File: src/sv/b32sc_pkg.sv
// Shared types, constants and alphabet functions for the base32 stream codec.
// No dependencies.
package b32sc_pkg;

  localparam logic       MODE_ENCODE = 1'b0;
  localparam logic       MODE_DECODE = 1'b1;
  localparam logic [7:0] PAD_CHAR    = 8'h3d;
  localparam logic [5:0] SYM_INVALID = 6'd32;

  typedef struct packed {
    logic [7:0] in_value;
    logic       in_last;
  } in_item_t;

  typedef struct packed {
    logic [7:0] out_value;
    logic       out_valid;
    logic       out_last;
    logic       out_error;
  } out_item_t;

  // 5-bit symbol to alphabet character
  function automatic logic [7:0] sym_to_char(input logic [4:0] v);
    logic [7:0] c;
    if (v < 5'd26) begin
      c = 8'h41 + {3'b000, v};
    end else begin
      c = 8'h18 + {3'b000, v};
    end
    return c;
  endfunction

  // character to symbol, SYM_INVALID when outside the alphabet
  function automatic logic [5:0] char_to_sym(input logic [7:0] c);
    logic [7:0] d;
    logic [5:0] s;
    s = SYM_INVALID;
    if (c >= 8'h41 && c <= 8'h5a) begin
      d = c - 8'h41;
      s = d[5:0];
    end else if (c >= 8'h32 && c <= 8'h37) begin
      d = c - 8'h18;
      s = d[5:0];
    end
    return s;
  endfunction

endpackage

File: src/sv/base32_stream_codec.sv
// Base32 stream codec top level: input decode, message state and result sequencer.
// Depends on b32sc_pkg.
//
// Streaming Base32 (standard alphabet, '=' pad) encoder/decoder selected by the mode
// register; writing mode also clears the message state. Each accepted word is worked out
// combinationally into a small result group register, which then drains one result per
// cycle into the output register unless the output stalls. Encoding gives one or two
// characters per byte (eight per five bytes); the last byte of a message gives up to
// eight results (flush character and pads). Decoding gives at most one result per
// character and takes one word per cycle unless the output stalls. The next word is
// taken in the cycle the last result of the current group moves to the output register.
module base32_stream_codec (
  input  logic                 clk,
  input  logic                 rst_n,
  input  logic                 cfg_wr_en,
  input  logic                 cfg_wr_data,
  input  logic                 in_valid,
  output logic                 in_ready,
  input  b32sc_pkg::in_item_t  in_data,
  output logic                 out_valid,
  input  logic                 out_ready,
  output b32sc_pkg::out_item_t out_data
);
  import b32sc_pkg::*;

  // configuration and message state
  logic        mode_r;
  logic [11:0] buf_r, buf_nxt;
  logic [3:0]  bcnt_r, bcnt_nxt;
  logic [2:0]  gpos_r, gpos_nxt;
  logic        pad_seen_r, pad_seen_nxt;
  logic        err_seen_r, err_seen_nxt;

  // result group
  logic [7:0]  grp_val_r [3];
  logic [7:0]  grp_val_nxt [3];
  logic [1:0]  grp_ndata_r, grp_ndata_nxt;
  logic [3:0]  grp_cnt_r, grp_cnt_nxt;
  logic [3:0]  grp_idx_r;
  logic        grp_last_r, grp_last_nxt;
  logic        grp_err_r, grp_err_nxt;
  logic        grp_enc_r;

  logic        out_valid_r;
  out_item_t   out_data_r, out_cur;

  logic        in_take, grp_busy, grp_take, grp_final;

  assign grp_busy  = grp_idx_r != grp_cnt_r;
  assign grp_take  = grp_busy && (!out_valid_r || out_ready);
  assign grp_final = grp_idx_r + 4'd1 == grp_cnt_r;
  assign in_ready  = !grp_busy || (grp_take && grp_final);
  assign in_take   = in_valid && in_ready;

  // per-word work
  always_comb begin
    logic [11:0] ebuf;
    logic [3:0]  etot, erem;
    logic [1:0]  en1;
    logic [4:0]  c0, c1, cf;
    logic [16:0] fl;
    logic [2:0]  gp_after, pads_need, pads_max, pads;
    logic [5:0]  sym;
    logic [11:0] dbuf;
    logic [3:0]  dtot, dsh;
    logic [11:0] dshift;
    logic        got_byte;

    buf_nxt       = buf_r;
    bcnt_nxt      = bcnt_r;
    gpos_nxt      = gpos_r;
    pad_seen_nxt  = pad_seen_r;
    err_seen_nxt  = err_seen_r;
    grp_val_nxt[0] = 8'h00;
    grp_val_nxt[1] = 8'h00;
    grp_val_nxt[2] = 8'h00;
    grp_ndata_nxt = 2'd0;
    grp_cnt_nxt   = 4'd0;
    grp_last_nxt  = in_data.in_last;
    grp_err_nxt   = 1'b0;

    // encode path
    ebuf = {buf_r[3:0], in_data.in_value};
    etot = bcnt_r + 4'd8;
    en1  = (etot >= 4'd10) ? 2'd2 : 2'd1;
    erem = (etot >= 4'd10) ? etot - 4'd10 : etot - 4'd5;
    c0   = 5'(ebuf >> (etot - 4'd5));
    c1   = 5'(ebuf >> (etot - 4'd10));
    fl   = {5'b00000, ebuf} << (4'd5 - erem);
    cf   = fl[4:0];

    // decode path
    sym      = char_to_sym(in_data.in_value);
    dbuf     = {buf_r[6:0], sym[4:0]};
    dtot     = bcnt_r + 4'd5;
    got_byte = dtot >= 4'd8;
    dsh      = got_byte ? dtot - 4'd8 : dtot;
    dshift   = dbuf >> dsh;

    gp_after  = 3'd0;
    pads_need = 3'd0;
    pads_max  = 3'd0;
    pads      = 3'd0;

    if (mode_r == MODE_ENCODE) begin
      grp_val_nxt[0] = sym_to_char(c0);
      if (en1 == 2'd2) begin
        grp_val_nxt[1] = sym_to_char(c1);
        grp_val_nxt[2] = sym_to_char(cf);
      end else begin
        grp_val_nxt[1] = sym_to_char(cf);
        grp_val_nxt[2] = sym_to_char(cf);
      end
      grp_ndata_nxt = en1 + {1'b0, (in_data.in_last && erem != 4'd0)};
      gp_after      = gpos_r + {1'b0, grp_ndata_nxt};
      if (in_data.in_last) begin
        // pad to a multiple of eight characters, at most eight results per word
        pads_need = 3'd0 - gp_after;
        pads_max  = 3'd0 - {1'b0, grp_ndata_nxt};
        pads      = (pads_need < pads_max) ? pads_need : pads_max;
        grp_cnt_nxt = {2'b00, grp_ndata_nxt} + {1'b0, pads};
      end else begin
        grp_cnt_nxt = {2'b00, grp_ndata_nxt};
      end
      buf_nxt  = ebuf;
      bcnt_nxt = erem;
      gpos_nxt = gp_after;
    end else begin
      if (!pad_seen_r) begin
        if (in_data.in_value == PAD_CHAR) begin
          pad_seen_nxt = 1'b1;
        end else if (sym == SYM_INVALID) begin
          err_seen_nxt = 1'b1;
        end else begin
          buf_nxt  = dbuf;
          bcnt_nxt = dsh;
          if (got_byte) begin
            grp_val_nxt[0] = dshift[7:0];
            grp_ndata_nxt  = 2'd1;
            grp_cnt_nxt    = 4'd1;
          end
        end
      end
      grp_err_nxt = err_seen_nxt;
      // end marker when the last word yields no byte
      if (in_data.in_last && grp_cnt_nxt == 4'd0) begin
        grp_cnt_nxt = 4'd1;
      end
    end

    if (in_data.in_last) begin
      buf_nxt      = 12'h000;
      bcnt_nxt     = 4'd0;
      gpos_nxt     = 3'd0;
      pad_seen_nxt = 1'b0;
      err_seen_nxt = 1'b0;
    end
  end

  // current result of the group
  always_comb begin
    logic [1:0] k;
    k = grp_idx_r[1:0];
    out_cur.out_error = grp_err_r;
    out_cur.out_last  = grp_last_r && grp_final;
    if (grp_idx_r < {2'b00, grp_ndata_r}) begin
      out_cur.out_value = grp_val_r[k];
      out_cur.out_valid = 1'b1;
    end else if (grp_enc_r) begin
      out_cur.out_value = PAD_CHAR;
      out_cur.out_valid = 1'b1;
    end else begin
      out_cur.out_value = 8'h00;
      out_cur.out_valid = 1'b0;
    end
  end

  always_ff @(posedge clk) begin
    if (!rst_n) begin
      mode_r      <= MODE_ENCODE;
      buf_r       <= 12'h000;
      bcnt_r      <= 4'd0;
      gpos_r      <= 3'd0;
      pad_seen_r  <= 1'b0;
      err_seen_r  <= 1'b0;
      grp_cnt_r   <= 4'd0;
      grp_idx_r   <= 4'd0;
      out_valid_r <= 1'b0;
    end else begin
      if (cfg_wr_en) begin
        mode_r     <= cfg_wr_data;
        buf_r      <= 12'h000;
        bcnt_r     <= 4'd0;
        gpos_r     <= 3'd0;
        pad_seen_r <= 1'b0;
        err_seen_r <= 1'b0;
      end else if (in_take) begin
        buf_r      <= buf_nxt;
        bcnt_r     <= bcnt_nxt;
        gpos_r     <= gpos_nxt;
        pad_seen_r <= pad_seen_nxt;
        err_seen_r <= err_seen_nxt;
      end
      if (in_take) begin
        grp_cnt_r <= grp_cnt_nxt;
        grp_idx_r <= 4'd0;
      end else if (grp_take) begin
        grp_idx_r <= grp_idx_r + 4'd1;
      end
      if (!out_valid_r || out_ready) begin
        out_valid_r <= grp_take;
      end
    end
  end

  // payload registers
  always_ff @(posedge clk) begin
    if (in_take) begin
      grp_val_r   <= grp_val_nxt;
      grp_ndata_r <= grp_ndata_nxt;
      grp_last_r  <= grp_last_nxt;
      grp_err_r   <= grp_err_nxt;
      grp_enc_r   <= mode_r == MODE_ENCODE;
    end
    if (grp_take) begin
      out_data_r <= out_cur;
    end
  end

  assign out_valid = out_valid_r;
  assign out_data  = out_data_r;

endmodule

File: config.mk
export PLATFORM = sky130hd
export DESIGN_NAME = base32_stream_codec
export DESIGN_NICKNAME = d
export VERILOG_FILES = /design/src/sv/b32sc_pkg.sv /design/src/sv/base32_stream_codec.sv
export SDC_FILE = /design/constraint.sdc
export NUM_CORES = 1
export LEC_CHECK = 0
export BUFFER_PORTS_ARGS = -buffer_cell sky130_fd_sc_hd__buf_2
export CORE_MARGIN = 2
export CORE_UTILIZATION = 45
export DETAILED_ROUTE_END_ITERATION = 8
export GPL_TIMING_DRIVEN = 1
export HOLD_SLACK_MARGIN = 0.15
export PLACE_DENSITY = 0.75
export SYNTH_ARGS = -nofsm -noshare
export SYNTH_HDL_FRONTEND = slang
export SYNTH_SLANG_ARGS = --single-unit
File: constraint.sdc
create_clock -name clk -period 5.7 [get_ports clk]
set_input_delay 1.14 -clock clk [delete_from_list [all_inputs] [get_ports clk]]
set_output_delay 1.14 -clock clk [all_outputs]
set_load 0.005 [all_outputs]
* Yosys cells after proc, flatten, opt, wreduce, memory -nomap -nowiden
Cells that the tools add are included.
** Operators by class
- Multiplexer cells :: 54
- Shifts and indexed selects :: 4
- Bitwise operators :: 3
- Add/sub/neg operators :: 20
- Reduce and logical (&&, ||, !) cells :: 20
- Magnitude comparators :: 12
- Equal/unequal tests :: 9
** Operators with widths (count)
- $mux W8 :: 10
- $mux W4 :: 11
- $mux W7 :: 6
- $add A7 B5 Y8 const A :: 3
- $shr A12 B4 Y5 :: 2
- $add A5 B5 Y6 const A :: 3
- $mux W1 :: 17
- $bmux W8 S2 :: 1
- $mux W16 :: 1
- $lt A5 B5 Y1 const B :: 3
- $mux W6 :: 2
- $shl A12 B4 Y5 :: 1
- $shr A12 B4 Y8 :: 1
- $mux W3 :: 3
- $mux W9 :: 1
- $ne A3 B3 Y1 const B :: 3
- $eq A8 B6 Y1 const B :: 1
- $ge A4 B4 Y1 const B :: 2
- $ge A8 B6 Y1 const B :: 1
- $ge A8 B7 Y1 const B :: 1
- $le A8 B6 Y1 const B :: 1
- $le A8 B7 Y1 const B :: 1
- $logic_and A1 B1 Y1 :: 8
- $sub A4 B4 Y4 const B :: 2
- 31 further kinds :: 37
** Storage, ports and cells
- Input bits :: 15
- Word-level logic and storage cells :: 142
- Bits in registers :: 66
- Output and inout bits :: 13

* Longest topological paths before layout
- Depth in word-level cells :: 13
- Depth in mapped cells :: 29
- Gate-level depth less buffers :: 27

* Least setup slack after synthesis
OpenSTA, ideal clock, no wires.
- Kind :: reg-to-reg
- Start :: register bcnt_r[1]
- End :: register grp_cnt_r[1]
- Arrival :: 5.580 ns
- Cell stages (with the launch flop) :: 30
- Path buffers :: 3
- Slack :: 0.005 ns
- Required time :: 5.585 ns
- Setup time :: 0.115 ns
- Period minus slack after synthesis :: 5.695 ns
- Cell sequence :: dfxtp_1 buf_4 buf_2 inv_1 ha_1 buf_4 or3b_4 nand2_4 inv_2 o41ai_1 inv_1 ha_1 inv_1 ha_1 fa_1 inv_1 ha_1 xor2_1 xnor2_1 ha_1 nor2_1 nor2_1 mux2i_1 ha_1 inv_1 fa_1 nand2_1 o2111a_1 a21oi_1 nor2b_1
** Between the ends
- Word-level cells in the longest chain between the ends :: 13
- Elaborated cells between the ends (all ways) :: 27
- Those cells by class :: add/sub (9); order compare (3); mux (11); reduce/logical (4)
** Ends and longest elaborated chain
- from (decl) :: line base32_stream_codec.sv:29 : logic [3:0] bcnt_r, bcnt_nxt;
- from (signal assigned) :: line base32_stream_codec.sv:199 : bcnt_r <= bcnt_nxt;
- $add A4 B4 Y4 :: line base32_stream_codec.sv:84 : etot = bcnt_r + 4'd8;
- $sub A4 B3 Y4, or another cell as far along :: line base32_stream_codec.sv:86 : erem = (etot >= 4'd10) ? etot - 4'd10 : etot - 4'd5;
- $mux W4 :: line base32_stream_codec.sv:86
- $reduce_bool A4 Y1 :: line base32_stream_codec.sv:114 : grp_ndata_nxt = en1 + {1'b0, (in_data.in_last && erem != 4'd0)};
- $logic_and A1 B1 Y1 :: line base32_stream_codec.sv:114
- $add A2 B1 Y2 :: line base32_stream_codec.sv:114
- $add A3 B2 Y3 :: line base32_stream_codec.sv:115 : gp_after = gpos_r + {1'b0, grp_ndata_nxt};
- $sub A1 B3 Y3 :: line base32_stream_codec.sv:118 : pads_need = 3'd0 - gp_after;
- $lt A3 B3 Y1 :: line base32_stream_codec.sv:120 : pads = (pads_need < pads_max) ? pads_need : pads_max;
- $mux W3 :: line base32_stream_codec.sv:120
- $add A2 B3 Y4 :: line base32_stream_codec.sv:121 : grp_cnt_nxt = {2'b00, grp_ndata_nxt} + {1'b0, pads};
- $mux W4 :: line base32_stream_codec.sv:116 : if (in_data.in_last) begin
- $mux W4 (*) :: line base32_stream_codec.sv:105 : if (mode_r == MODE_ENCODE) begin
- to (signal assigned) :: line base32_stream_codec.sv:205 : grp_cnt_r <= grp_cnt_nxt;
- to (decl) :: line base32_stream_codec.sv:38 : logic [3:0] grp_cnt_r, grp_cnt_nxt;
Every way passes the cells marked *; elsewhere a longest branch is shown, timed or not. The select of a mux whose other input is x is not followed.
A chain may end at the register's enable or synchronous reset.

* Worst setup path in the final report
- Start :: register bcnt_r[0]
- End :: register grp_cnt_r[1]
Same word-level chain as after synthesis.

==> metrics.csv <==
metric,value,unit
die_height,119,µm
io_pins,28,
crit_required,5.93,ns
fin_util,51.5,%
ys_seq_elements,64,
n_antenna_cell,0,
p_leak,2.45,nW
skew,0.00714,ns
placement.setup.worst_slack,-0.0698,ns
finalWorstSetupSlack,0.255,ns
peakVddDrop,179,µV
cts_num_sinks,64,
setup_viol,0,
maxSlewViolCount,0,
coreArea,12700,µm²
drt_iter0_drc,445,
syn-num-nets,685,
worst_path_max_delay_cell,fa_1,
synth_area,5930,µm²
finalWirelength,14900,µm
power_density,409,nW/µm²
status,"complete, no violations",
rows,41,
initial_core_util,46.6,%
path_max_fanout,6,
avgRoutedWirePerCell,18.1,µm
clkTransAtPathRegs,0.06,ns
place_congestion,0.957,
max_freq,0.184,GHz
track_usage,21.7,%
hp-class,reg2reg,
instances_no_fill,823,
synth_cell_types,91,
period_share,95.5,%
stdcell_area,6560,µm²
dp_hpwl,10900,µm
drt_first_pass_iters,4,
clock_latency,0.34,ns
clk_path_buf_depth,2,
hold_violations,0,
ys_seq_area_share,28.0,%
drive_gt1_share,21.2,%
end_kind,flop,
via_per_inst,6.17,
yosysTopAreaCell,edfxtp_1,
synthFlopType,edfxtp_1,
setup_tns,0,ns
ant_nets,0,
crit_type,reg2reg,
cts_max_level,3,
synth_top_area_share,19.2,%
relSlewSlack,25.4,%
grt_pass1_wl,24600,µm
antenna_found_initial,0,
syn2layout_area_growth,10.5,%
start_kind,flop,
worstPathArrival,5.68,ns
tritoncts,done,
worst_pin_slew,1.12,ns
async_flop_share,0,%
grt_max_degree,43,
crit_buf_inv,5,
cpPeakStageDelay,0.55,ns
port_buffers,27,
drc,0,
placed_cell_area,6160,µm²
drv_cap,0,
overflow,0,
yosys-top-cells-count,"54 x nand2_1, 45 x nor2_1, 39 x mux2i_1, 38 x edfxtp_1, 37 x a21oi_1",
die_x,119,µm
cp_top_family,adder cells,
synth.most_common_cell,nand2_1,
cts_made_buffers,9,
dieArea,14100,µm²
power.total,2.68,mW
yosys_warnings,0,
vias,5079,
avgSynthCellArea,9.37,µm²
dp_cells,801,
min_period,5.44,ns
synth_area_leaders,"edfxtp_1 19%, dfxtp_1 8.8%, mux4_2 8.4%, ha_1 7.4%, mux2i_1 6.6%",
whs,0.433,ns
fin_nets,698,
synth_cells,633,
grt_pass1_vias,4846,
synth_edf_count,38,
cts_root_buffer,clkbuf_16,
[worst paths after layout]
check | from | to | slack, ns | depth (start not counted)
setup / recovery | bcnt_r[0]$_SDFFE_PP0P_ | grp_cnt_r[1]$_SDFFE_PN0P_ | 0.26 | 26
hold / removal | grp_err_r$_SDFFCE_PN0P_ | out_data[0]$_DFFE_PP_ | 0.43 | 0
setup reg to reg | bcnt_r[0]$_SDFFE_PP0P_ | grp_cnt_r[1]$_SDFFE_PN0P_ | 0.26 | 26
hold reg to reg | grp_err_r$_SDFFCE_PN0P_ | out_data[0]$_DFFE_PP_ | 0.43 | 0
[layout by cell type (no fill, tap or decap), types with 4 or more instances in the layout]
master	synthesis	routed
nand3_1	19	19
clkinv_2	0	4
o31ai_1	4	4
nor2_2	1	4
dfxtp_1	26	24
o211ai_1	11	11
a21oi_1	37	35
edfxtp_1	38	38
mux2_2	7	7
nand2b_1	6	6
o211a_1	4	4
nor2b_1	9	9
xor2_1	7	7
nand2_1	54	54
nand4_1	6	6
o32ai_1	4	4
mux4_2	22	22
and2_1	4	4
a31oi_1	8	8
ha_1	35	30
o21ai_0	22	22
nor4_1	4	4
mux2i_1	39	39
buf_2	9	27
inv_1	33	31
o21ai_1	4	4
nor2_1	45	42
or3_1	5	5
buf_4	9	22
xnor2_1	21	21
a211oi_1	6	6
clkbuf_16	0	9
nor3_1	14	14
a21oi_2	3	5
[final cells by class]
cell class,instances,area (µm²)
fill,1170,6170
multi-input combinational,486,3970
sequential,64,1670
timing repair buffer,49,300
clock buffer,10,229
tap,172,215
inverter,36,141
clock inverter,6,36.3
[cell families (layout without fill, tap and decap cells)]
group / Yosys count / count (layout) / synth area share (%)
flip-flops: 64 / 64 / 28.0
buffers and inverters: 83 / 101 / 6.41
AO/OA/AOI/OAI: 151 / 151 / 18.5
XOR/XNOR: 29 / 29 / 4.41
AND/OR/NAND/NOR: 200 / 200 / 18.1
multiplexers: 69 / 69 / 16.5
adder cells (fa/ha/maj): 37 / 37 / 8.06
[report_power, final]
part | total [mW] | leakage (nW) | internal (mW) | switching [mW]
clock network | 0.498 | 0.132 | 0.291 | 0.207
logic | 1.37 | 1.74 | 0.572 | 0.802
registers | 0.808 | 0.572 | 0.735 | 0.0732
total | 2.68 | 2.45 | 1.60 | 1.08
[registers in the layout, summed over array words and instances, names as in the netlist, 2 cells and up]
signal,count
bcnt_r,4
grp_val_r,22
grp_ndata_r,2
buf_r,7
grp_idx_r,4
out_data,11
gpos_r,3
grp_cnt_r,4
[routing by layer]
metal  wire [µm]  vias to the layer above  GRT usage, %
met3         894                       25          3.74
met5           0                        -             0
li1            -                     2397             -
met1        6430                     2467          28.2
met4         278                        0          6.40
met2        7320                      190          36.9
[repair_timing]
| item | CTS | global route |
|---|---|---|
| pin swaps | 0 | 10 |
| resized for setup | 1 | 17 |
| buffers inserted | 0 | 6 |
| setup endpoints to repair | 2 | 3 |
| hold buffers | 0 | 0 |
Power figures use the tool's default switching activity.
